===== src/pus_pkg.sv =====
`default_nettype none

package pus_pkg;

  // Storage limits
  localparam int MAX_ROW_BYTES = 8192;
  localparam int MAX_BPP       = 4;

  // Widths
  localparam int COL_W      = $clog2(MAX_ROW_BYTES);
  localparam int SLOT_W     = (MAX_BPP > 1) ? $clog2(MAX_BPP) : 1;
  localparam int BPP_W      = 3;
  localparam int LEN_W      = 14;
  localparam int ROWS_W     = 16;
  localparam int CFG_IDX_W  = 2;
  localparam int CFG_DATA_W = 16;

  // Register indexes
  localparam logic [CFG_IDX_W-1:0] CFG_BPP      = 2'd0;
  localparam logic [CFG_IDX_W-1:0] CFG_ROW_LEN  = 2'd1;
  localparam logic [CFG_IDX_W-1:0] CFG_IMG_ROWS = 2'd2;

  // Filter type codes
  localparam logic [7:0] FILT_NONE  = 8'd0;
  localparam logic [7:0] FILT_SUB   = 8'd1;
  localparam logic [7:0] FILT_UP    = 8'd2;
  localparam logic [7:0] FILT_AVG   = 8'd3;
  localparam logic [7:0] FILT_PAETH = 8'd4;

  // Per-item control carried alongside a data byte
  typedef struct packed {
    logic [7:0]        filt;
    logic [COL_W-1:0]  col;
    logic [SLOT_W-1:0] slot;
    logic              have_left;
    logic              first_row;
    logic              row_end;
    logic              image_end;
  } item_info_t;

endpackage

`default_nettype wire


===== src/pus_ctrl.sv =====
`default_nettype none

// Config registers, stream position counters and per-item control.
module pus_ctrl (
  input  wire logic                          clk,
  input  wire logic                          rst_n,
  input  wire logic                          cfg_we,
  input  wire logic [pus_pkg::CFG_IDX_W-1:0] cfg_index,
  input  wire logic [pus_pkg::CFG_DATA_W-1:0] cfg_wdata,
  input  wire logic                          accept,
  input  wire logic [7:0]                    in_byte,
  output logic                               is_data,
  output pus_pkg::item_info_t                info
);

  // column mod 3: base-4 digits sum to the same residue
  function automatic logic [1:0] mod3(input logic [pus_pkg::COL_W-1:0] v);
    logic [pus_pkg::COL_W+1:0] w;
    logic [4:0] s;
    logic [2:0] t;
    w = {2'b00, v};
    s = '0;
    for (int i = 0; i < (pus_pkg::COL_W + 2) / 2; i++) begin
      s = s + 5'(w[2*i +: 2]);
    end
    t = 3'(s[1:0]) + 3'(s[3:2]) + 3'(s[4]);
    if (t >= 3'd6) begin
      t = t - 3'd6;
    end else if (t >= 3'd3) begin
      t = t - 3'd3;
    end
    return t[1:0];
  endfunction

  logic [pus_pkg::BPP_W-1:0]  bpp_r;
  logic [pus_pkg::LEN_W-1:0]  len_r;
  logic [pus_pkg::ROWS_W-1:0] rows_r;
  logic                       await_r, await_nxt;
  logic [7:0]                 filt_r, filt_nxt;
  logic [pus_pkg::COL_W-1:0]  col_r, col_nxt;
  logic [pus_pkg::ROWS_W-1:0] row_r, row_nxt;

  logic [pus_pkg::BPP_W-1:0]  bpp_eff;
  logic [pus_pkg::LEN_W-1:0]  len_eff;
  logic [pus_pkg::ROWS_W-1:0] rows_eff;
  logic [pus_pkg::SLOT_W-1:0] slot;
  logic                       rend, iend;

  // Config writes
  always_ff @(posedge clk) begin
    if (!rst_n) begin
      bpp_r  <= pus_pkg::BPP_W'(1);
      len_r  <= pus_pkg::LEN_W'(1);
      rows_r <= pus_pkg::ROWS_W'(1);
    end else if (cfg_we) begin
      case (cfg_index)
        pus_pkg::CFG_BPP:      bpp_r  <= cfg_wdata[pus_pkg::BPP_W-1:0];
        pus_pkg::CFG_ROW_LEN:  len_r  <= cfg_wdata[pus_pkg::LEN_W-1:0];
        pus_pkg::CFG_IMG_ROWS: rows_r <= cfg_wdata[pus_pkg::ROWS_W-1:0];
        default: ;
      endcase
    end
  end

  // Clamp config to legal ranges
  always_comb begin
    if (bpp_r == '0) begin
      bpp_eff = pus_pkg::BPP_W'(1);
    end else if (bpp_r > pus_pkg::BPP_W'(pus_pkg::MAX_BPP)) begin
      bpp_eff = pus_pkg::BPP_W'(pus_pkg::MAX_BPP);
    end else begin
      bpp_eff = bpp_r;
    end
    if (len_r == '0) begin
      len_eff = pus_pkg::LEN_W'(1);
    end else if (len_r > pus_pkg::LEN_W'(pus_pkg::MAX_ROW_BYTES)) begin
      len_eff = pus_pkg::LEN_W'(pus_pkg::MAX_ROW_BYTES);
    end else begin
      len_eff = len_r;
    end
    rows_eff = (rows_r == '0) ? pus_pkg::ROWS_W'(1) : rows_r;
  end

  // Pixel slot of the current column
  always_comb begin
    case (bpp_eff)
      3'd2:    slot = pus_pkg::SLOT_W'(col_r[0]);
      3'd3:    slot = pus_pkg::SLOT_W'(mod3(col_r));
      3'd4:    slot = pus_pkg::SLOT_W'(col_r[1:0]);
      default: slot = '0;
    endcase
  end

  // Row and image end detection
  assign rend = (pus_pkg::LEN_W'(col_r) + pus_pkg::LEN_W'(1)) >= len_eff;
  assign iend = rend &&
                (({1'b0, row_r} + (pus_pkg::ROWS_W+1)'(1)) >= {1'b0, rows_eff});

  // Item control for the byte at the input
  assign is_data        = !await_r;
  assign info.filt      = filt_r;
  assign info.col       = col_r;
  assign info.slot      = slot;
  assign info.have_left = (pus_pkg::LEN_W'(col_r) >= pus_pkg::LEN_W'(bpp_eff));
  assign info.first_row = (row_r == '0);
  assign info.row_end   = rend;
  assign info.image_end = iend;

  // Position counters advance per accepted item
  always_comb begin
    await_nxt = await_r;
    filt_nxt  = filt_r;
    col_nxt   = col_r;
    row_nxt   = row_r;
    if (accept) begin
      if (await_r) begin
        filt_nxt  = in_byte;
        col_nxt   = '0;
        await_nxt = 1'b0;
      end else if (rend) begin
        await_nxt = 1'b1;
        col_nxt   = '0;
        row_nxt   = iend ? '0 : row_r + pus_pkg::ROWS_W'(1);
      end else begin
        col_nxt = col_r + pus_pkg::COL_W'(1);
      end
    end
  end

  always_ff @(posedge clk) begin
    if (!rst_n) begin
      await_r <= 1'b1;
      filt_r  <= pus_pkg::FILT_NONE;
      col_r   <= '0;
      row_r   <= '0;
    end else begin
      await_r <= await_nxt;
      filt_r  <= filt_nxt;
      col_r   <= col_nxt;
      row_r   <= row_nxt;
    end
  end

endmodule

`default_nettype wire


===== config.mk =====
export PLATFORM = sky130hd
export DESIGN_NAME = pus_ctrl
export DESIGN_NICKNAME = d
export VERILOG_FILES = /design/src/pus_pkg.sv /design/src/pus_ctrl.sv
export SDC_FILE = /design/constraint.sdc
export NUM_CORES = 1
export LEC_CHECK = 0
export BUFFER_PORTS_ARGS = -buffer_cell sky130_fd_sc_hd__buf_2
export CORE_AREA = 3 3 96 98
export DETAILED_ROUTE_END_ITERATION = 7
export DIE_AREA = 0 0 99 101
export PLACE_DENSITY = 0.77
export SLEW_MARGIN = 10
export SYNTH_ARGS = -nofsm -noshare
export SYNTH_HDL_FRONTEND = slang
export SYNTH_SLANG_ARGS = --single-unit

===== constraint.sdc =====
create_clock -name clk -period 5.7 [get_ports clk]
set_input_delay 0.57 -clock clk [delete_from_list [all_inputs] [get_ports clk]]
set_output_delay 0.57 -clock clk [all_outputs]
set_load 0.05 [all_outputs]

Word-level counts from Yosys, hierarchy flattened
Index checks and enable logic that the tools add are counted.
Storage, ports and cells
  register bits: 71
  output and inout bits: 28
  word-level logic and storage cells: 59
Cells by class
  add/sub/neg operators: 14
  magnitude comparators: 7
  equality and inequality tests: 5
  mux-type cells: 13
  bitwise gates (word level): 1
  reductions and logical operators: 12
Operators with widths (count)
  16-bit zero test: 2
  16-bit 2-to-1 mux: 2
  14-bit 2-to-1 mux: 2
  13-bit 2-to-1 mux: 2
  16-bit by 1-bit adder with 17-bit output (second input constant): 1
  17-bit by 16-bit >= comparator with 1-bit output: 1
  16-bit by 1-bit adder with 16-bit output (second input constant): 1
  13-bit by 1-bit adder with 14-bit output (second input constant): 1
  14-bit >= comparator: 1
  14-bit greater-than comparator (second input constant): 1
  14-bit zero test: 1
  13-bit by 1-bit adder with 13-bit output (second input constant): 1
  13-bit by 3-bit >= comparator with 1-bit output: 1
  5-bit by 2-bit adder with 5-bit output: 2
  2-bit AND reduction: 4
  2-bit by 2-bit adder with 3-bit output: 2
  3-bit by 2-bit equality test with 1-bit output (second input constant): 2
  3-bit 2-to-1 mux: 2
  2-bit case mux with 3 select lines: 1
  4-bit by 2-bit adder with 5-bit output: 1
  5-bit by 1-bit adder with 5-bit output: 1
  3-bit by 2-bit adder with 4-bit output: 1
  2-bit 2-to-1 mux: 2
  2-bit subtractor (second input constant): 2
  14 further kinds: 15

Longest topological paths before layout
  depth in word-level cells: 12
  gate-level depth with buffers: 21
  depth with buffers taken out: 21

Worst setup path after synthesis
No wires, ideal clock.
  path type: flip-flop to output port
  from: register col_r[1] (netlist name)
  to: output info[4] (netlist name)
  arrival time: 5358 ps
  data required time: 5130 ps
  setup slack: -228 ps
  cell stages (with the launch flop): 21
  path buffers: 0
  cells stage by stage: dfxtp_1 inv_1 fa_1 inv_1 fa_1 inv_1 fa_1 inv_1 fa_1 xnor2_1 fa_1 inv_1 fa_1 ha_1 nor3_1 a31oi_1 o221ai_1 nand2_1 o21ai_0 nand2_1 o21ai_0
RTL lines
  from (decl): line pus_ctrl.sv:40  | logic [pus_pkg::COL_W-1:0] col_r, col_nxt;
  from (signal assigned): line pus_ctrl.sv:139  | col_r <= col_nxt;
  to (decl): line pus_ctrl.sv:13  | output pus_pkg::item_info_t info

==> run summary <==
Mapped Cells: 600
main area contributors after synthesis: dfxtp_1, ha_1, nand2_1, a21boi_0, fa_1
gr ovfl total: 0
RSZ-0062 raised after global routing: yes
Worst EP required: 5.13 ns
htree depth: 3
DRC: 0
hold endpoint: rows_r[15]$_SDFFE_PN0P_
Clock transition at path regs: 0.07 ns
PnR worst setup slack: 0.116 ns
DRT iter0 DRCs: 194
HP Start: cfg_wdata[15]
Antenna Diode Count: 0
worst r2r src: row_r[0]$_SDFFE_PN0P_
Root Buffer: clkbuf_8
mapped cell area: 4760 sq um
GR peak layer: met2
Syn Nets: 681
crit start category: register
Netlist cell types: 56
Final Max Slew Viols: 0
number of max-cap violations: 0
crit-path max FO: 9
Syn. warnings: 0
Pre-antenna DRT Iters: 4
routed vias/inst: 5.68
Pwr Total: 1.16 mW
Post-synth top cells: nand2_1, dfxtp_1, a21boi_0
leakage: 2.24 nW
Max-slew headroom: 0.241
Top Ports: 58
critical path class: register to output pin
crit path launch: col_r[5]$_SDFFE_PN0P_
vias in the first global route: 4187
Max Fclk: 0.179 GHz
met2 Use GR: 0.401
fill cell count: 779
Worst Path Arrival: 5.01 ns
Port-buffer cells: 57
clock buffer count from CTS: 9
part of the cycle the worst path needs: 0.980
routability cong.: 0.864
worst-path cell chain: inv_1 > fa_1 > inv_1 > fa_1 > inv_1 > fa_1 > inv_1 > fa_2 > xnor2_1 > fa_1 > inv_2 > fa_2 > ha_4 > nor3_2 > a31oi_1 > o221ai_1 > nand2_1 > o21ai_0 > nand2_1 > o21ai_2 > buf_6
clock skew: 0.00491 ns
type of the worst min-delay path: input pin to register
Hold WS: 0.463 ns
DR vias: 4295
initial antenna violation count: 0
Reg area: 1430 sq um
DR WL/cell: 15.2 um
GRT met3 Usage: 0.0429
dpl ws: 0.0982 ns
Multi-input gate area: 3080 sq um
CP Capture Type: output pin
R2R Setup Slk: 1.25 ns
Bufs and invs on worst path: 6
CP max stage delay: 0.50 ns
pwr/cell area: 217 nW/um^2
reg2reg path depth: 15
DRT antenna net count: 0
clk_lat worst skew: 0.36 ns
VDD IR max: 152 uV
CTS Buffer Depth: 2
detailed placer's ending HPWL: 8500 um
WHS Path Cells: 3
syn_area_per_cell: 7.93 sq um
DIE AREA: 10000 sq um
reg2reg end: row_r[5]$_SDFFE_PN0P_
final setup vio count: 0
Seq cells post-synth: 71
Worst path top cell family by delay: adder cells
share of cells above drive strength 1: 0.148
number of synthesized flops with an enable pin: 0
status: finished, final reports clean
Layout Nets: 724
initial core utilization: 0.557
worst-margin pin slew: 1.14 ns
met1 Usage GRT: 0.289
clk sinks: 71
Core ar.: 8550 sq um
Tmin final: 5.58 ns
CTS tree: built
Synth-to-Final Area Change: 12.7%
pin count of the biggest net entering global routing: 74
Synth top area share: 0.299
first-pass GRT wire length: 19100 um
number of cell rows: 34
top-count cell post-synth: nand2_1
slowest cell on the critical path: fa_1
sequential fraction of the synthesis area: 0.299
WL final: 11500 um
Die W: 99 um
Final Hold Fails: 0
Top FF cell, synth: dfxtp_1
cell taking the most area after synthesis: dfxtp_1
die span in y: 101 um
GR Util All Layers: 0.233
async set-reset flop share out of synthesis: 0
sequential cells by signal, summed over array words and instances, names as in the netlist:
signal	cells
col_r	13
await_r	1
row_r	16
filt_r	8
len_r	14
bpp_r	3
rows_r	16
worst max-delay path by stage:
stage                   end  slack [ns]  cells after the start
floorplan           info[4]        0.03                     20
global placement    info[4]        0.26                     21
detailed placement  info[4]         0.1                     21
CTS                 info[4]       -0.02                     21
global route        info[4]       -0.13                     21
finish              info[4]        0.12                     21
cell type report:
cell class	instances	share of cell area
clock buffers	13	0.0296
clock inverters	3	0.0121
multi-input cells	457	0.575
repair buffers	61	0.0611
well taps	108	0.0252
flip-flops and latches	71	0.267
inverters	43	0.0301
what timing repair did:
action	CTS	global route
pin swaps	0	3
setup buffers	0	1
endpoints found under the setup margin	2	2
hold buffers	0	0
gates resized for setup	8	12
tightest hold or removal path: stages:
cell	delay, ns
buf_2	0.10
nand2_1	0.04
a21boi_0	0.06
placed cells by master, fill, tap and decap left out, types with 9 or more instances in the layout:
| cell | n |
|---|---|
| xnor2_1 | 17 |
| clkbuf_8 | 11 |
| nor4_1 | 9 |
| nor2b_1 | 14 |
| buf_2 | 55 |
| nor2_1 | 20 |
| inv_1 | 40 |
| nand2_1 | 125 |
| ha_1 | 39 |
| nand3_1 | 35 |
| and3_1 | 15 |
| o21ai_0 | 9 |
| a21oi_1 | 20 |
| dfxtp_1 | 67 |
| a21boi_0 | 45 |
per-stage QoR:
| step | setup TNS (ns) | utilization | cell area (sq um) | instances |
|---|---|---|---|---|
| global route | -0.146 | 0.627 | 5360 | 756 |
| CTS | -0.0192 | 0.623 | 5330 | 755 |
| finish | 0 | 0.627 | 5360 | 756 |
| detailed placement | 0 | 0.594 | 5080 | 739 |
| floorplan | 0 | - | 4770 | 600 |
| global placement | 0 | 0.594 | 5080 | 739 |
cell families after synthesis:
kind of cell,synth area share
AOI/OAI and AO/OA,0.195
xor gates and xnor gates,0.0368
adders and majority gates,0.150
buffers and inverters,0.0607
DFF,0.299
muxes,0.00421
and+or+nand+nor,0.255
power breakdown:
part / internal [mW] / switching [mW] / leakage (nW) / total [mW]
sequential: 0.508 / 0.0119 / 0.579 / 0.520
combinational: 0.0583 / 0.122 / 1.55 / 0.180
clock: 0.270 / 0.192 / 0.114 / 0.462
total: 0.837 / 0.326 / 2.24 / 1.16
metal layers:
layer  share of wire  vias up  routed length, um
met4           0.019        0                216
met1            0.45     2009               5130
met2            0.49      103               5650
met3           0.040       21                463
li1                -     2162                  -
met5               0        -                  0
Note: power is estimated with default switching activity, not from simulation.
