$ cat config.mk
export PLATFORM = sky130hd
export DESIGN_NAME = pus_recon
export DESIGN_NICKNAME = d
export VERILOG_FILES = /design/src/pus_pkg.sv /design/src/pus_recon.sv
export SDC_FILE = /design/constraint.sdc
export NUM_CORES = 1
export LEC_CHECK = 0
export ABC_AREA = 0
export BUFFER_PORTS_ARGS = -buffer_cell sky130_fd_sc_hd__clkbuf_2
export CORE_MARGIN = 5
export CORE_UTILIZATION = 37
export DETAILED_ROUTE_END_ITERATION = 8
export PLACE_DENSITY = 0.64
export SYNTH_ARGS = -nofsm -noshare
export SYNTH_HDL_FRONTEND = slang
export SYNTH_SLANG_ARGS = --single-unit
$ cat constraint.sdc
create_clock -name clk -period 14.71 [get_ports clk]
set_input_delay 2.2065 -clock clk [delete_from_list [all_inputs] [get_ports clk]]
set_output_delay 2.2065 -clock clk [all_outputs]
set_load 0.02 [all_outputs]
$ cat src/pus_pkg.sv
`default_nettype none

package pus_pkg;

  // Storage limits
  localparam int MAX_ROW_BYTES = 8192;
  localparam int MAX_BPP       = 4;

  // Widths
  localparam int COL_W      = $clog2(MAX_ROW_BYTES);
  localparam int SLOT_W     = (MAX_BPP > 1) ? $clog2(MAX_BPP) : 1;
  localparam int BPP_W      = 3;
  localparam int LEN_W      = 14;
  localparam int ROWS_W     = 16;
  localparam int CFG_IDX_W  = 2;
  localparam int CFG_DATA_W = 16;

  // Register indexes
  localparam logic [CFG_IDX_W-1:0] CFG_BPP      = 2'd0;
  localparam logic [CFG_IDX_W-1:0] CFG_ROW_LEN  = 2'd1;
  localparam logic [CFG_IDX_W-1:0] CFG_IMG_ROWS = 2'd2;

  // Filter type codes
  localparam logic [7:0] FILT_NONE  = 8'd0;
  localparam logic [7:0] FILT_SUB   = 8'd1;
  localparam logic [7:0] FILT_UP    = 8'd2;
  localparam logic [7:0] FILT_AVG   = 8'd3;
  localparam logic [7:0] FILT_PAETH = 8'd4;

  // Per-item control carried alongside a data byte
  typedef struct packed {
    logic [7:0]        filt;
    logic [COL_W-1:0]  col;
    logic [SLOT_W-1:0] slot;
    logic              have_left;
    logic              first_row;
    logic              row_end;
    logic              image_end;
  } item_info_t;

endpackage

`default_nettype wire

$ cat src/pus_recon.sv
`default_nettype none

// Predictor and add, plus the left / up-left byte registers.
module pus_recon (
  input  wire logic                clk,
  input  wire logic                rst_n,
  input  wire logic                upd,
  input  wire logic [7:0]          filt_byte,
  input  wire pus_pkg::item_info_t info,
  input  wire logic [7:0]          up_raw,
  output logic [7:0]               recon
);

  // Paeth: nearest of left, up, up-left to left+up-upleft; ties prefer that order
  function automatic logic [7:0] paeth(input logic [7:0] a, input logic [7:0] b,
                                       input logic [7:0] c);
    logic signed [9:0] sa, sb, sc, ea, eb, ec;
    logic [9:0]        da, db, dc;
    logic [7:0]        res;
    sa = signed'({2'b00, a});
    sb = signed'({2'b00, b});
    sc = signed'({2'b00, c});
    ea = sb - sc;
    eb = sa - sc;
    ec = sa + sb - sc - sc;
    da = (ea < 0) ? 10'(-ea) : 10'(ea);
    db = (eb < 0) ? 10'(-eb) : 10'(eb);
    dc = (ec < 0) ? 10'(-ec) : 10'(ec);
    if (da <= db && da <= dc) begin
      res = a;
    end else if (db <= dc) begin
      res = b;
    end else begin
      res = c;
    end
    return res;
  endfunction

  logic [7:0] left_r   [pus_pkg::MAX_BPP];
  logic [7:0] upleft_r [pus_pkg::MAX_BPP];
  logic [7:0] a, b, c;
  logic [8:0] avg_sum;

  // Operands, zeroed at row start and on the first row
  assign b = info.first_row ? 8'd0 : up_raw;
  assign a = info.have_left ? left_r[info.slot] : 8'd0;
  assign c = (info.have_left && !info.first_row) ? upleft_r[info.slot] : 8'd0;
  assign avg_sum = {1'b0, a} + {1'b0, b};

  always_comb begin
    case (info.filt)
      pus_pkg::FILT_SUB:   recon = filt_byte + a;
      pus_pkg::FILT_UP:    recon = filt_byte + b;
      pus_pkg::FILT_AVG:   recon = filt_byte + avg_sum[8:1];
      pus_pkg::FILT_PAETH: recon = filt_byte + paeth(a, b, c);
      default:             recon = filt_byte;
    endcase
  end

  // Keep the last pixel's bytes and their up values
  always_ff @(posedge clk) begin
    if (!rst_n) begin
      for (int i = 0; i < pus_pkg::MAX_BPP; i++) begin
        left_r[i]   <= 8'd0;
        upleft_r[i] <= 8'd0;
      end
    end else if (upd) begin
      left_r[info.slot]   <= recon;
      upleft_r[info.slot] <= b;
    end
  end

endmodule

`default_nettype wire

* Word level (Yosys, flattened, before mapping) *
Memories as Yosys holds them, arrays and structs flattened.
Cells that the tools add are included.

storage, ports and cells
  input port bits = 46
  output and inout port bits = 8
  memory bits (writable) = 64
  memories = 2
  register bits after elaboration = 0
  logic and storage cells = 50

memories
  name      depth  width  rd ports  clocked after Yosys merged registers in  write ports  line             text
  left_r    4      8      1         0                                        4            pus_recon.sv:39  logic [7:0] left_r [pus_pkg::MAX_BPP];
  upleft_r  4      8      1         0                                        4            pus_recon.sv:40  logic [7:0] upleft_r [pus_pkg::MAX_BPP];

cells by class
  eq/ne operators = 4
  add/sub/neg operators = 13
  order comparisons = 6
  reductions and logical operators = 5
  multiplexer cells = 20

operator list
  cell                                                  count
  two-way mux 8 bit                                     8
  adder 8 bit                                           4
  one-hot mux 8 bit (4 select lines)                    1
  less-or-equal comparator 10 bit                       3
  two-way mux 10 bit                                    3
  negation 9 -> 10 bit                                  2
  adder 8 x 8 -> 9 bit                                  2
  < comparator 9 x 1 -> 1 bit (second input constant)   2
  subtractor 8 x 8 -> 9 bit                             2
  equality test 8 x 2 -> 1 bit (second input constant)  2
  OR reduction 8 bit                                    2
  < comparator 10 x 1 -> 1 bit (second input constant)  1
  negation 10 bit                                       1
  subtractor 10 x 9 -> 10 bit                           1
  subtractor 9 x 8 -> 10 bit                            1
  equality test 8 x 1 -> 1 bit (second input constant)  1
  equality test 8 x 3 -> 1 bit (second input constant)  1
  two-way mux 1 bit                                     6
  two-way mux 2 bit                                     2
  logical AND 1 bit                                     2
  logical NOT 1 bit                                     1

* Longest topological paths before layout *
Gate-level depths: netlist of run 1.

  depth after elaboration = 14
  mapped depth = 41
  mapped depth without buffers = 38

* Least setup slack after synthesis of run 1 *
OpenSTA, ideal clock, no wires.

  path type = input to output
  from = in info[4] in the netlist's numbering
  to = out recon[7]
  required time = 12.503 ns
  path buffers = 3
  stages on the path = 39
  setup slack = 2.137 ns
  arrival time = 10.366 ns
  cells stage by stage = buf_1 clkbuf_1 mux4_2 nand2_1 inv_1 fa_1 ha_1 inv_1 fa_1 nand2b_1 a21oi_1 o311a_1 nor3_1 nor4_1 nand2_1 or4_1 ha_1 nand3_1 (+3 left out) o211ai_1 a2bb2oi_1 clkbuf_1 nor2_1 a21oi_1 o22a_1 o21ai_0 ha_1 a21o_1 a21oi_1 o21bai_1 a21oi_1 o21bai_1 a21oi_1 nand2_1 o41a_1 a21o_1 nand2_1

between the ends
  longest elaborated chain between the ends = 13
  elaborated cells between the ends (all ways) = 30
  those cells by class = add/sub (12); order compare (6); mux (9); reduce/logical (1); memory (2)

ends and longest elaborated chain
  what                                                             line                              text
  from (decl)                                                      pus_recon.sv:9                    input wire pus_pkg::item_info_t info,
  memory read (4 x 8 bit)                                          -
  two-way mux 8 bit                                                pus_recon.sv:46                   assign a = info.have_left ? left_r[info.slot] : 8'd0;
  adder 8 x 8 -> 9 bit                                             pus_recon.sv:25, pus_recon.sv:48
  subtractor 9 x 8 -> 10 bit                                       pus_recon.sv:25                   ec = sa + sb - sc - sc;
  subtractor 10 x 9 -> 10 bit                                      pus_recon.sv:25
  negation 10 bit or < comparator 10 x 1 -> 1 bit (tied branches)  pus_recon.sv:28                   dc = (ec < 0) ? 10'(-ec) : 10'(ec);
  two-way mux 10 bit                                               pus_recon.sv:28
  less-or-equal comparator 10 bit, on equally long branches        pus_recon.sv:31, pus_recon.sv:29
  two-way mux 8 bit or logical AND 1 bit (tied branches)           pus_recon.sv:31, pus_recon.sv:29
  two-way mux 8 bit                                                pus_recon.sv:29                   if (da <= db && da <= dc) begin
  two-way mux 8 bit                                                pus_recon.sv:51                   case (info.filt)
  adder 8 bit                                                      pus_recon.sv:55                   pus_pkg::FILT_PAETH: recon = filt_byte + paeth(a, b, c);
  one-hot mux 8 bit (4 select lines) *                             pus_recon.sv:51
  to (decl)                                                        pus_recon.sv:11                   output logic [7:0] recon

Every way passes the cells marked *; elsewhere a longest branch is shown, timed or not. The select of a mux whose other input is x is not followed.

* Final worst setup path of run 1 *
Ends and elaborated chain as after synthesis.

==> results.sh, run 1 <==
export IMPL_p_int_mw=0.5100
export IMPL_wl_per_cell_um=16.39
export IMPL_routed_via_density=5.327
export IMPL_crit_type="in -> out"
export IMPL_synth_area_leaders="edfxtp_1, ha_1, nor2_1"
export IMPL_ys_warn_count=0
export IMPL_startpoint_type="input pin"
export IMPL_arrival_ns=11.10
export IMPL_drc_errors=0
export IMPL_cts_setup_buffers=0
export IMPL_finClkSkew_ns=0.004909
export IMPL_grt_pass1_wl_mm=24.92
export IMPL_cts_tree="done"
export IMPL_core_area_um2=16580
export IMPL_p_leak_nw=2.975
export IMPL_setup_viol=0
export IMPL_cp_data_required_time_ns=12.50
export IMPL_grt_pass1_vias=4816
export IMPL_portBuffers=38
export IMPL_antenna_found_initial=0
export IMPL_synth_seq_area_share=0.3077
export IMPL_start_util=0.3766
export IMPL_ctsResizeCount=0
export IMPL_syn_inst=677
export IMPL_worstSkewPairLatency_ns=0.33
export IMPL_ys_types=64
export IMPL_clk_pin_slew_ns=0.05
export IMPL_slew_headroom=0.3653
export IMPL_comb_power_share=0.526
export IMPL_vias=4991
export IMPL_syn_to_final_growth_pct=10.86
export IMPL_whs_ns=1.596
export IMPL_rsz0062_at_grt="no"
export IMPL_timing_final_ws_setup_ns=1.405
export IMPL_root_buffer="clkbuf_16"
export IMPL_die_y_um=139.9
export IMPL_place_gp_congestion=0.8810
export IMPL_pwr_density_cell_nw_per_um2=121.0
export IMPL_maxCapViolations=0
export IMPL_synth_area_leader_cell="edfxtp_1"
export IMPL_cts_sinks=64
export IMPL_regArea_um2=1922
export IMPL_fillCellCount=1675
export IMPL_period_needed_ns=13.30
export IMPL_slowest_delay_ns=0.82
export IMPL_die_area_um2=19580
export IMPL_grt_max_degree=21
export IMPL_critPathCaptureType="output port"
export IMPL_pwr_share_seq=0.258
export IMPL_cp_max_fo=12
export IMPL_grt_ovfl_total=0
export IMPL_max_clock_path_buffers=2
export IMPL_synth_ff_type="edfxtp_1"
export IMPL_drv_slew=0
export IMPL_tightest_slew_ns=0.9392
export IMPL_ant_nets=0
export IMPL_postLayoutCoreUtil=0.4175
export IMPL_place_ws_ns=1.403
export IMPL_io_pins=54
export IMPL_ctsHoldBuffers=0
export IMPL_routed_wl_mm=15.36
export IMPL_switching_share=0.3914
export IMPL_dr_first_iter_drc_count=290
export IMPL_slowest_stage="nor4bb_1"
export IMPL_synth_edff_count=64
export IMPL_finalHoldViolations=0
export IMPL_status="completed"
export IMPL_syn_cell_area_um2=6246
export IMPL_setup_tns_ns=0
export IMPL_clock_fmax_mhz=75.16
export IMPL_drive_gt1_frac=0.1060
export IMPL_vdd_drop_max_v=0.00009263
export IMPL_ys_seq_elements=64
export IMPL_synth_avg_cell_area_um2=9.226
export IMPL_h_tree_depth=3
export IMPL_track_usage=0.1585
export IMPL_die_w_um=139.9
export IMPL_multi_input_area_um2=4060
export IMPL_first_pass_iters=5
export IMPL_cpMostUsedCell="a21oi_1"
export IMPL_hp_class="reg -> reg"
export IMPL_nNetsFinal=842
export IMPL_fin_crit_sh=0.9045
export IMPL_cts_made_buffers=9
export IMPL_rows=47
export IMPL_p_clk_frac=0.217
export IMPL_p_sw_mw=0.3279
export IMPL_diodes=0
export IMPL_synth_top_area_frac=0.3077
export IMPL_place_hpwl_mm=12.08
export IMPL_async_reset_ff_frac=0
==> metrics by stage <==
stage	cells	area (um2)	power [mW]
after global routing	937	6924	0.9069
after floorplan	679	6254	0.5581
after global placement	921	6669	0.6509
after CTS	937	6924	0.8387
final	937	6924	0.8379
after detailed placement	921	6669	0.6566
==> critical path: cells and delay by family <==
| kind | cells | cell delay (ns) |
|---|---|---|
| compound gates | 13 | 2.32 |
| mux | 1 | 0.56 |
| fa+ha+maj | 5 | 1.75 |
| simple gates | 14 | 3.47 |
| buf+inv | 4 | 0.78 |
==> cells in the mapped netlist, types with 3 or more instances <==
cell / count
clkbuf_1: 17
mux4_2: 16
inv_1: 52
nor4_1: 3
a31oi_1: 4
o21bai_1: 3
a311o_1: 3
or3_1: 5
fa_1: 12
o21a_1: 8
nand2_1: 41
nor3_1: 13
a211oi_1: 3
nand3_1: 9
or4_1: 3
and3_1: 4
a21boi_0: 3
nor2_1: 111
or2_2: 3
xnor2_1: 26
nand2b_1: 18
a21oi_1: 45
and2_1: 11
xor2_1: 13
o21ai_0: 33
mux2i_1: 9
nor2b_1: 7
a2111oi_0: 3
nand4_1: 4
ha_1: 72
a21o_1: 15
edfxtp_1: 64
==> layout make-up <==
class	instances	area share
clock buffers	10	0.03307
clock inverters	6	0.003795
inverters	53	0.02873
multi-input cells	543	0.5864
flip-flops and latches	64	0.2776
well taps	220	0.03975
repair buffers	41	0.03072
==> path summary, 6_finish.rpt <==
| kind | depth (start not counted) | slack, ns | to | startpoint |
|---|---|---|---|---|
| worst max register to register | 35 | 5.83 | left_r[1][7] | left_r[3][1] |
| worst max-delay path | 37 | 1.41 | recon[7] | info[4] |
| worst min-delay path | 7 | 1.60 | left_r[0][7] | left_r[0][7] |
| worst min register to register | 7 | 1.60 | left_r[0][7] | left_r[0][7] |
==> cell usage in the layout (no fill, tap or decap), types with 4 or more instances in the layout <==
cell       synthesis  final
ha_1              72     72
mux4_2            16     16
and3_1             4      4
xor2_1            13     13
inv_1             52     52
a21o_1            15     15
nand3_1            9      9
mux2i_1            9      9
conb_1             2      4
edfxtp_1          64     64
nand4_1            4      4
xnor2_1           26     26
o21ai_0           33     33
clkbuf_16          0      9
a31oi_1            4      4
fa_1              12     12
or3_1              5      5
nand2b_1          18     18
o21a_1             8      8
nor2_1           111    111
and2_1            11     11
nor2b_1            7      7
clkbuf_2           0     38
clkinv_1           1      4
nor3_1            13     13
a21oi_1           45     45
nand2_1           41     41
==> cell families after synthesis <==
family	Yosys count	share of synthesized area
muxes	27	0.07572
and+or+nand+nor	246	0.1867
DFF	64	0.3077
buffers and inverters	72	0.04347
xor gates and xnor gates	39	0.05469
AOI/OAI and AO/OA	143	0.1478
adders and majority gates	84	0.1827
other	2	0.001202
==> layer usage <==
layer,up-vias,global-route usage,routed length (um)
met5,-,0,0
met4,0,0.03570,102
met3,8,0.01840,583
met2,104,0.2613,7262
met1,2369,0.2250,7410
li1,2510,-,-
==> power groups by stage <==
stage                     Sequential (mW)  Clock [mW]  Combinational (mW)
after floorplan                     0.218           0               0.340
final                               0.216       0.181               0.441
after global placement              0.219           0               0.432
after detailed placement            0.219           0               0.437
after global routing                0.217       0.193               0.497
after CTS                           0.216       0.183               0.440
==> flip-flops by register name, indices dropped and copies added (netlist names) <==
signal,cells
left_r,32
upleft_r,32
Power figures use the tool's default switching activity.
==> run 2: changes to the inputs <==
CORE_MARGIN = 8   (was 5)
==> results.sh, run 2 (same netlist as run 1, synthesis figures left out) <==
export IMPL_maxCapViolations=0
export IMPL_cp_data_required_time_ns=12.50
export IMPL_cp_top_family="simple AND/OR/NAND/NOR gates"
export IMPL_root_buffer="clkbuf_16"
export IMPL_critPathCaptureType="output port"
export IMPL_ctsResizeCount=0
export IMPL_critPathBufInv=4
export IMPL_clk_pin_slew_ns=0.05
export IMPL_final_cell_mix="nor2_1, ha_1, edfxtp_1"
export IMPL_drive_gt1_frac=0.1046
export IMPL_grt_max_degree=21
export IMPL_syn_to_final_growth_pct=11.24
export IMPL_crit_end="recon[7]"
export IMPL_ant_nets=0
export IMPL_vias=4993
export IMPL_r2r_cells=35
export IMPL_slew_headroom=0.3641
export IMPL_nNetsFinal=842
export IMPL_start_util=0.3780
export IMPL_pwr_density_cell_nw_per_um2=122.7
export IMPL_ctsHoldBuffers=0
export IMPL_routed_via_density=5.329
export IMPL_cts_sinks=64
export IMPL_r2r_end="left_r[1][7]"
export IMPL_grt_ovfl_total=0
export IMPL_worstReg2RegStart="left_r[2][1]"
export IMPL_die_area_um2=21290
export IMPL_io_pins=54
export IMPL_tightest_slew_ns=0.9488
export IMPL_drv_slew=0
export IMPL_worstSkewPairLatency_ns=0.32
export IMPL_grt_pass1_vias=4975
export IMPL_crit_type="in -> out"
export IMPL_routed_wl_mm=15.57
export IMPL_die_w_um=145.9
export IMPL_rsz0062_at_grt="no"
export IMPL_fillCellCount=1620
export IMPL_fin_crit_sh=0.8976
export IMPL_die_y_um=145.9
export IMPL_drc_errors=0
export IMPL_layout_commonest_cell="nor2_1"
export IMPL_dr_first_iter_drc_count=326
export IMPL_slowest_delay_ns=0.81
export IMPL_cts_made_buffers=9
export IMPL_setup_tns_ns=0
export IMPL_slowest_stage="nor4bb_1"
export IMPL_place_hpwl_mm=12.25
export IMPL_finClkSkew_ns=0.004576
export IMPL_diodes=0
export IMPL_hp_class="reg -> reg"
export IMPL_period_needed_ns=13.20
export IMPL_critPathLaunch="info[5]"
export IMPL_cts_setup_buffers=0
export IMPL_startpoint_type="input pin"
export IMPL_max_clock_path_buffers=2
export IMPL_clock_fmax_mhz=75.73
export IMPL_rows=47
export IMPL_postLayoutCoreUtil=0.4205
export IMPL_setup_viol=0
export IMPL_arrival_ns=11.00
export IMPL_portBuffers=38
export IMPL_largestRegisters="left_r: 32 flops, upleft_r: 32 flops"
export IMPL_cpMostUsedCell="a21oi_1"
export IMPL_cts_tree="done"
export IMPL_grt_pass1_wl_mm=25.40
export IMPL_wl_per_cell_um=16.62
export IMPL_first_pass_iters=5
export IMPL_h_tree_depth=3
export IMPL_antenna_found_initial=0
export IMPL_cp_max_fo=20
export IMPL_p_leak_nw=2.983
export IMPL_regToRegSetupSlack_ns=5.79
export IMPL_vdd_drop_max_v=0.00009568
export IMPL_place_gp_congestion=0.8647
export IMPL_finalHoldViolations=0
export IMPL_cp_depth=37
export IMPL_core_area_um2=16520
export IMPL_status="completed"
export IMPL_track_usage=0.1471
==> run 2: cell types whose count changed in the layout (fill, tap and decap cells not counted), sizes merged <==
cell	before	now
bufinv	0	1
clkinv	7	6
==> run 2: worst register-to-register path: cells and delay by family, from the launching register on <==
family | cells | cell delay [ns]
adder cells (fa/ha/maj) | 5 | 1.78
multiplexers | 1 | 0.47
flip-flops | 1 | 0.36
buffers and inverters | 2 | 0.24
AO/OA/AOI/OAI | 16 | 2.61
AND/OR/NAND/NOR | 11 | 3.17
==> run 2: worst min-delay path by stage <==
stage | from | endpoint | slack, ns | cells after the start
floorplan | upleft_r[2][7] | left_r[0][7] | 1.33 | 7
global placement | left_r[3][7] | left_r[2][7] | 1.54 | 7
detailed placement | left_r[3][7] | left_r[0][7] | 1.56 | 7
CTS | left_r[3][7] | left_r[0][7] | 1.57 | 7
global route | left_r[3][7] | left_r[2][7] | 1.73 | 7
finish | left_r[3][7] | left_r[2][7] | 1.58 | 7
==> run 2: layout make-up <==
class / instances / area, um2 / area share
clock inverter: 6 / 50.05 / 0.007203
sequential: 64 / 1922 / 0.2766
timing repair buffer: 41 / 212.7 / 0.03061
multi-input combinational: 543 / 4060 / 0.5844
tap: 220 / 275.3 / 0.03962
clock buffer: 10 / 229.0 / 0.03296
inverter: 53 / 198.9 / 0.02863
==> run 2: metrics by stage <==
step	setup slack [ns]	instance area, um2	hold WS (ns)	total power, mW	cells
after global routing	0.7932	6948	1.729	0.9237	937
final	1.506	6948	1.584	0.8527	937
after global placement	1.579	6669	1.541	0.6506	921
after CTS	1.511	6948	1.570	0.8560	937
after floorplan	2.137	6254	1.333	0.5581	679
after detailed placement	1.535	6669	1.563	0.6569	921
==> run 2: report_power, final <==
group / total, mW / switching, mW / internal [mW]
clock network: 0.197 / 0.0688 / 0.128
registers: 0.216 / 0.00277 / 0.213
logic: 0.440 / 0.255 / 0.185
==> run 2: routing by layer <==
metal / wire (um) / GRT usage
met5: 0 / 0
met4: 203 / 0.03852
met3: 659 / 0.01368
met2: 7178 / 0.2416
met1: 7531 / 0.2026
==> run 3: changes to the inputs <==
--- a/config.mk
+++ b/config.mk
@@ -12,4 +12,5 @@
 export DETAILED_ROUTE_END_ITERATION = 8
 export PLACE_DENSITY = 0.64
+export RECOVER_POWER = 25
 export SYNTH_ARGS = -nofsm -noshare
 export SYNTH_HDL_FRONTEND = slang
==> constraint.sdc (replaced) <==
create_clock -name clk -period 14.71 [get_ports clk]
set_input_delay 2.2065 -clock clk [delete_from_list [all_inputs] [get_ports clk]]
set_output_delay 2.2065 -clock clk [all_outputs]
set_load 0.01 [all_outputs]
==> results.sh, run 3 (same netlist as run 1, synthesis figures left out) <==
export IMPL_status="completed"
export IMPL_cts_tree="done"
export IMPL_startpoint_type="input pin"
export IMPL_drc_errors=0
export IMPL_die_w_um=145.9
export IMPL_place_gp_congestion=0.8632
export IMPL_finClkSkew_ns=0.004285
export IMPL_arrival_ns=11.21
export IMPL_fillCellCount=1617
export IMPL_h_tree_depth=3
export IMPL_diodes=0
export IMPL_routed_wl_mm=15.58
export IMPL_drv_slew=0
export IMPL_met3_length_um=606
export IMPL_ctsResizeCount=0
export IMPL_slowest_stage="nor4bb_1"
export IMPL_clk_pin_slew_ns=0.05
export IMPL_timing_final_ws_setup_ns=1.289
export IMPL_ant_nets=0
export IMPL_slew_headroom=0.3267
export IMPL_fin_crit_sh=0.9124
export IMPL_core_area_um2=16520
export IMPL_topRoutingLayerUsed="met4"
export IMPL_layout_commonest_cell="nor2_1"
export IMPL_pwr_density_cell_nw_per_um2=120.9
export IMPL_max_clock_path_buffers=2
export IMPL_grt_ovfl_total=0
export IMPL_track_usage=0.1463
export IMPL_dpl_cell_area_um2=6669
export IMPL_drive_gt1_frac=0.1034
export IMPL_period_needed_ns=13.42
export IMPL_worstSkewPairLatency_ns=0.32
export IMPL_antenna_found_initial=0
export IMPL_grt_max_degree=21
export IMPL_grt_pass1_vias=4945
export IMPL_nNetsFinal=842
export IMPL_vias=4976
export IMPL_hp_class="reg -> reg"
export IMPL_dr_first_iter_drc_count=333
export IMPL_slowest_delay_ns=0.81
export IMPL_portBuffers=38
export IMPL_place_ws_ns=1.535
export IMPL_route_met2_wl_mm=7.233
export IMPL_final_cell_mix="nor2_1, ha_1, edfxtp_1"
export IMPL_place_hpwl_mm=12.19
export IMPL_p_leak_nw=2.964
export IMPL_critPathCaptureType="output port"
export IMPL_die_area_um2=21290
export IMPL_tightest_slew_ns=0.9960
export IMPL_cp_max_fo=15
export IMPL_cts_made_buffers=9
export IMPL_rsz0062_at_grt="no"
export IMPL_finalHoldViolations=0
export IMPL_rows=47
export IMPL_crit_type="in -> out"
export IMPL_clock_fmax_mhz=74.51
export IMPL_report_power_total_mw=0.8370
export IMPL_largestRegisters="left_r: 32 flops, upleft_r: 32 flops"
export IMPL_root_buffer="clkbuf_16"
export IMPL_io_pins=54
export IMPL_cts_setup_buffers=0
export IMPL_grt_pass1_wl_mm=25.30
export IMPL_fin_area_um2=6920
export IMPL_vdd_drop_max_v=0.00008553
export IMPL_first_pass_iters=5
export IMPL_die_y_um=145.9
export IMPL_wl_per_cell_um=16.65
export IMPL_cts_sinks=64
export IMPL_maxCapViolations=0
export IMPL_start_util=0.3780
export IMPL_syn_to_final_growth_pct=10.80
export IMPL_setup_viol=0
export IMPL_setup_tns_ns=0
export IMPL_wl_met1_mm=7.572
export IMPL_cpMostUsedCell="a21oi_1"
export IMPL_routed_via_density=5.316
export IMPL_ctsHoldBuffers=0
export IMPL_cp_data_required_time_ns=12.50
export IMPL_whs_ns=1.605
## run 3: cell types whose count changed in the layout (fill, tap and decap cells not counted)
cell and change:
clkinv_1 -2, clkinv_2 +1, bufinv_16 -1, clkinvlp_4 +1, clkbuf_1 +2, clkbuf_2 -2
## run 3: stage by stage
| stage | util | instances |
|---|---|---|
| final | 0.4188 | 936 |
| after global routing | 0.4188 | 936 |
| after CTS | 0.4189 | 936 |
| after detailed placement | 0.4036 | 921 |
| after global placement | 0.4036 | 921 |
| after floorplan | - | 679 |
## run 3: worst paths after layout
check | start | to | slack [ns] | cells past startpoint
max | info[4] | recon[7] | 1.29 | 36
min | left_r[3][7] | left_r[2][7] | 1.60 | 7
max reg2reg | left_r[2][1] | left_r[1][7] | 5.83 | 35
min reg2reg | left_r[3][7] | left_r[2][7] | 1.60 | 7
## run 3: area by class of cell
cell class                      instances  area (um2)  area share
Clock buffer                           10       229.0     0.03309
Clock inverter                          5       25.02    0.003616
Inverter                               53       198.9     0.02875
Multi-Input combinational cell        543        4060      0.5867
Sequential cell                        64        1922      0.2777
Tap cell                              220       275.3     0.03978
Timing Repair Buffer                   41       210.2     0.03037
## run 3: critical path: cells and delay by family
kind	cells	cell delay [ns]
and+or+nand+nor	15	3.86
AOI/OAI and AO/OA	12	2.09
adders and majority gates	4	1.50
buffers and inverters	4	0.98
muxes	1	0.56
## run 3: routing by layer
metal | GRT usage | up-vias
met1 | 0.1998 | 2332
met2 | 0.2428 | 126
li1 | - | 2506
met5 | 0 | -
met4 | 0.03332 | 0
met3 | 0.01648 | 12
## run 3: power breakdown
| group | switching (mW) | leakage (nW) | total [mW] | internal [mW] |
|---|---|---|---|---|
| Clock | 0.0707 | 0.123 | 0.182 | 0.111 |
| Combinational | 0.254 | 2.20 | 0.439 | 0.185 |
| Sequential | 0.00267 | 0.640 | 0.216 | 0.213 |
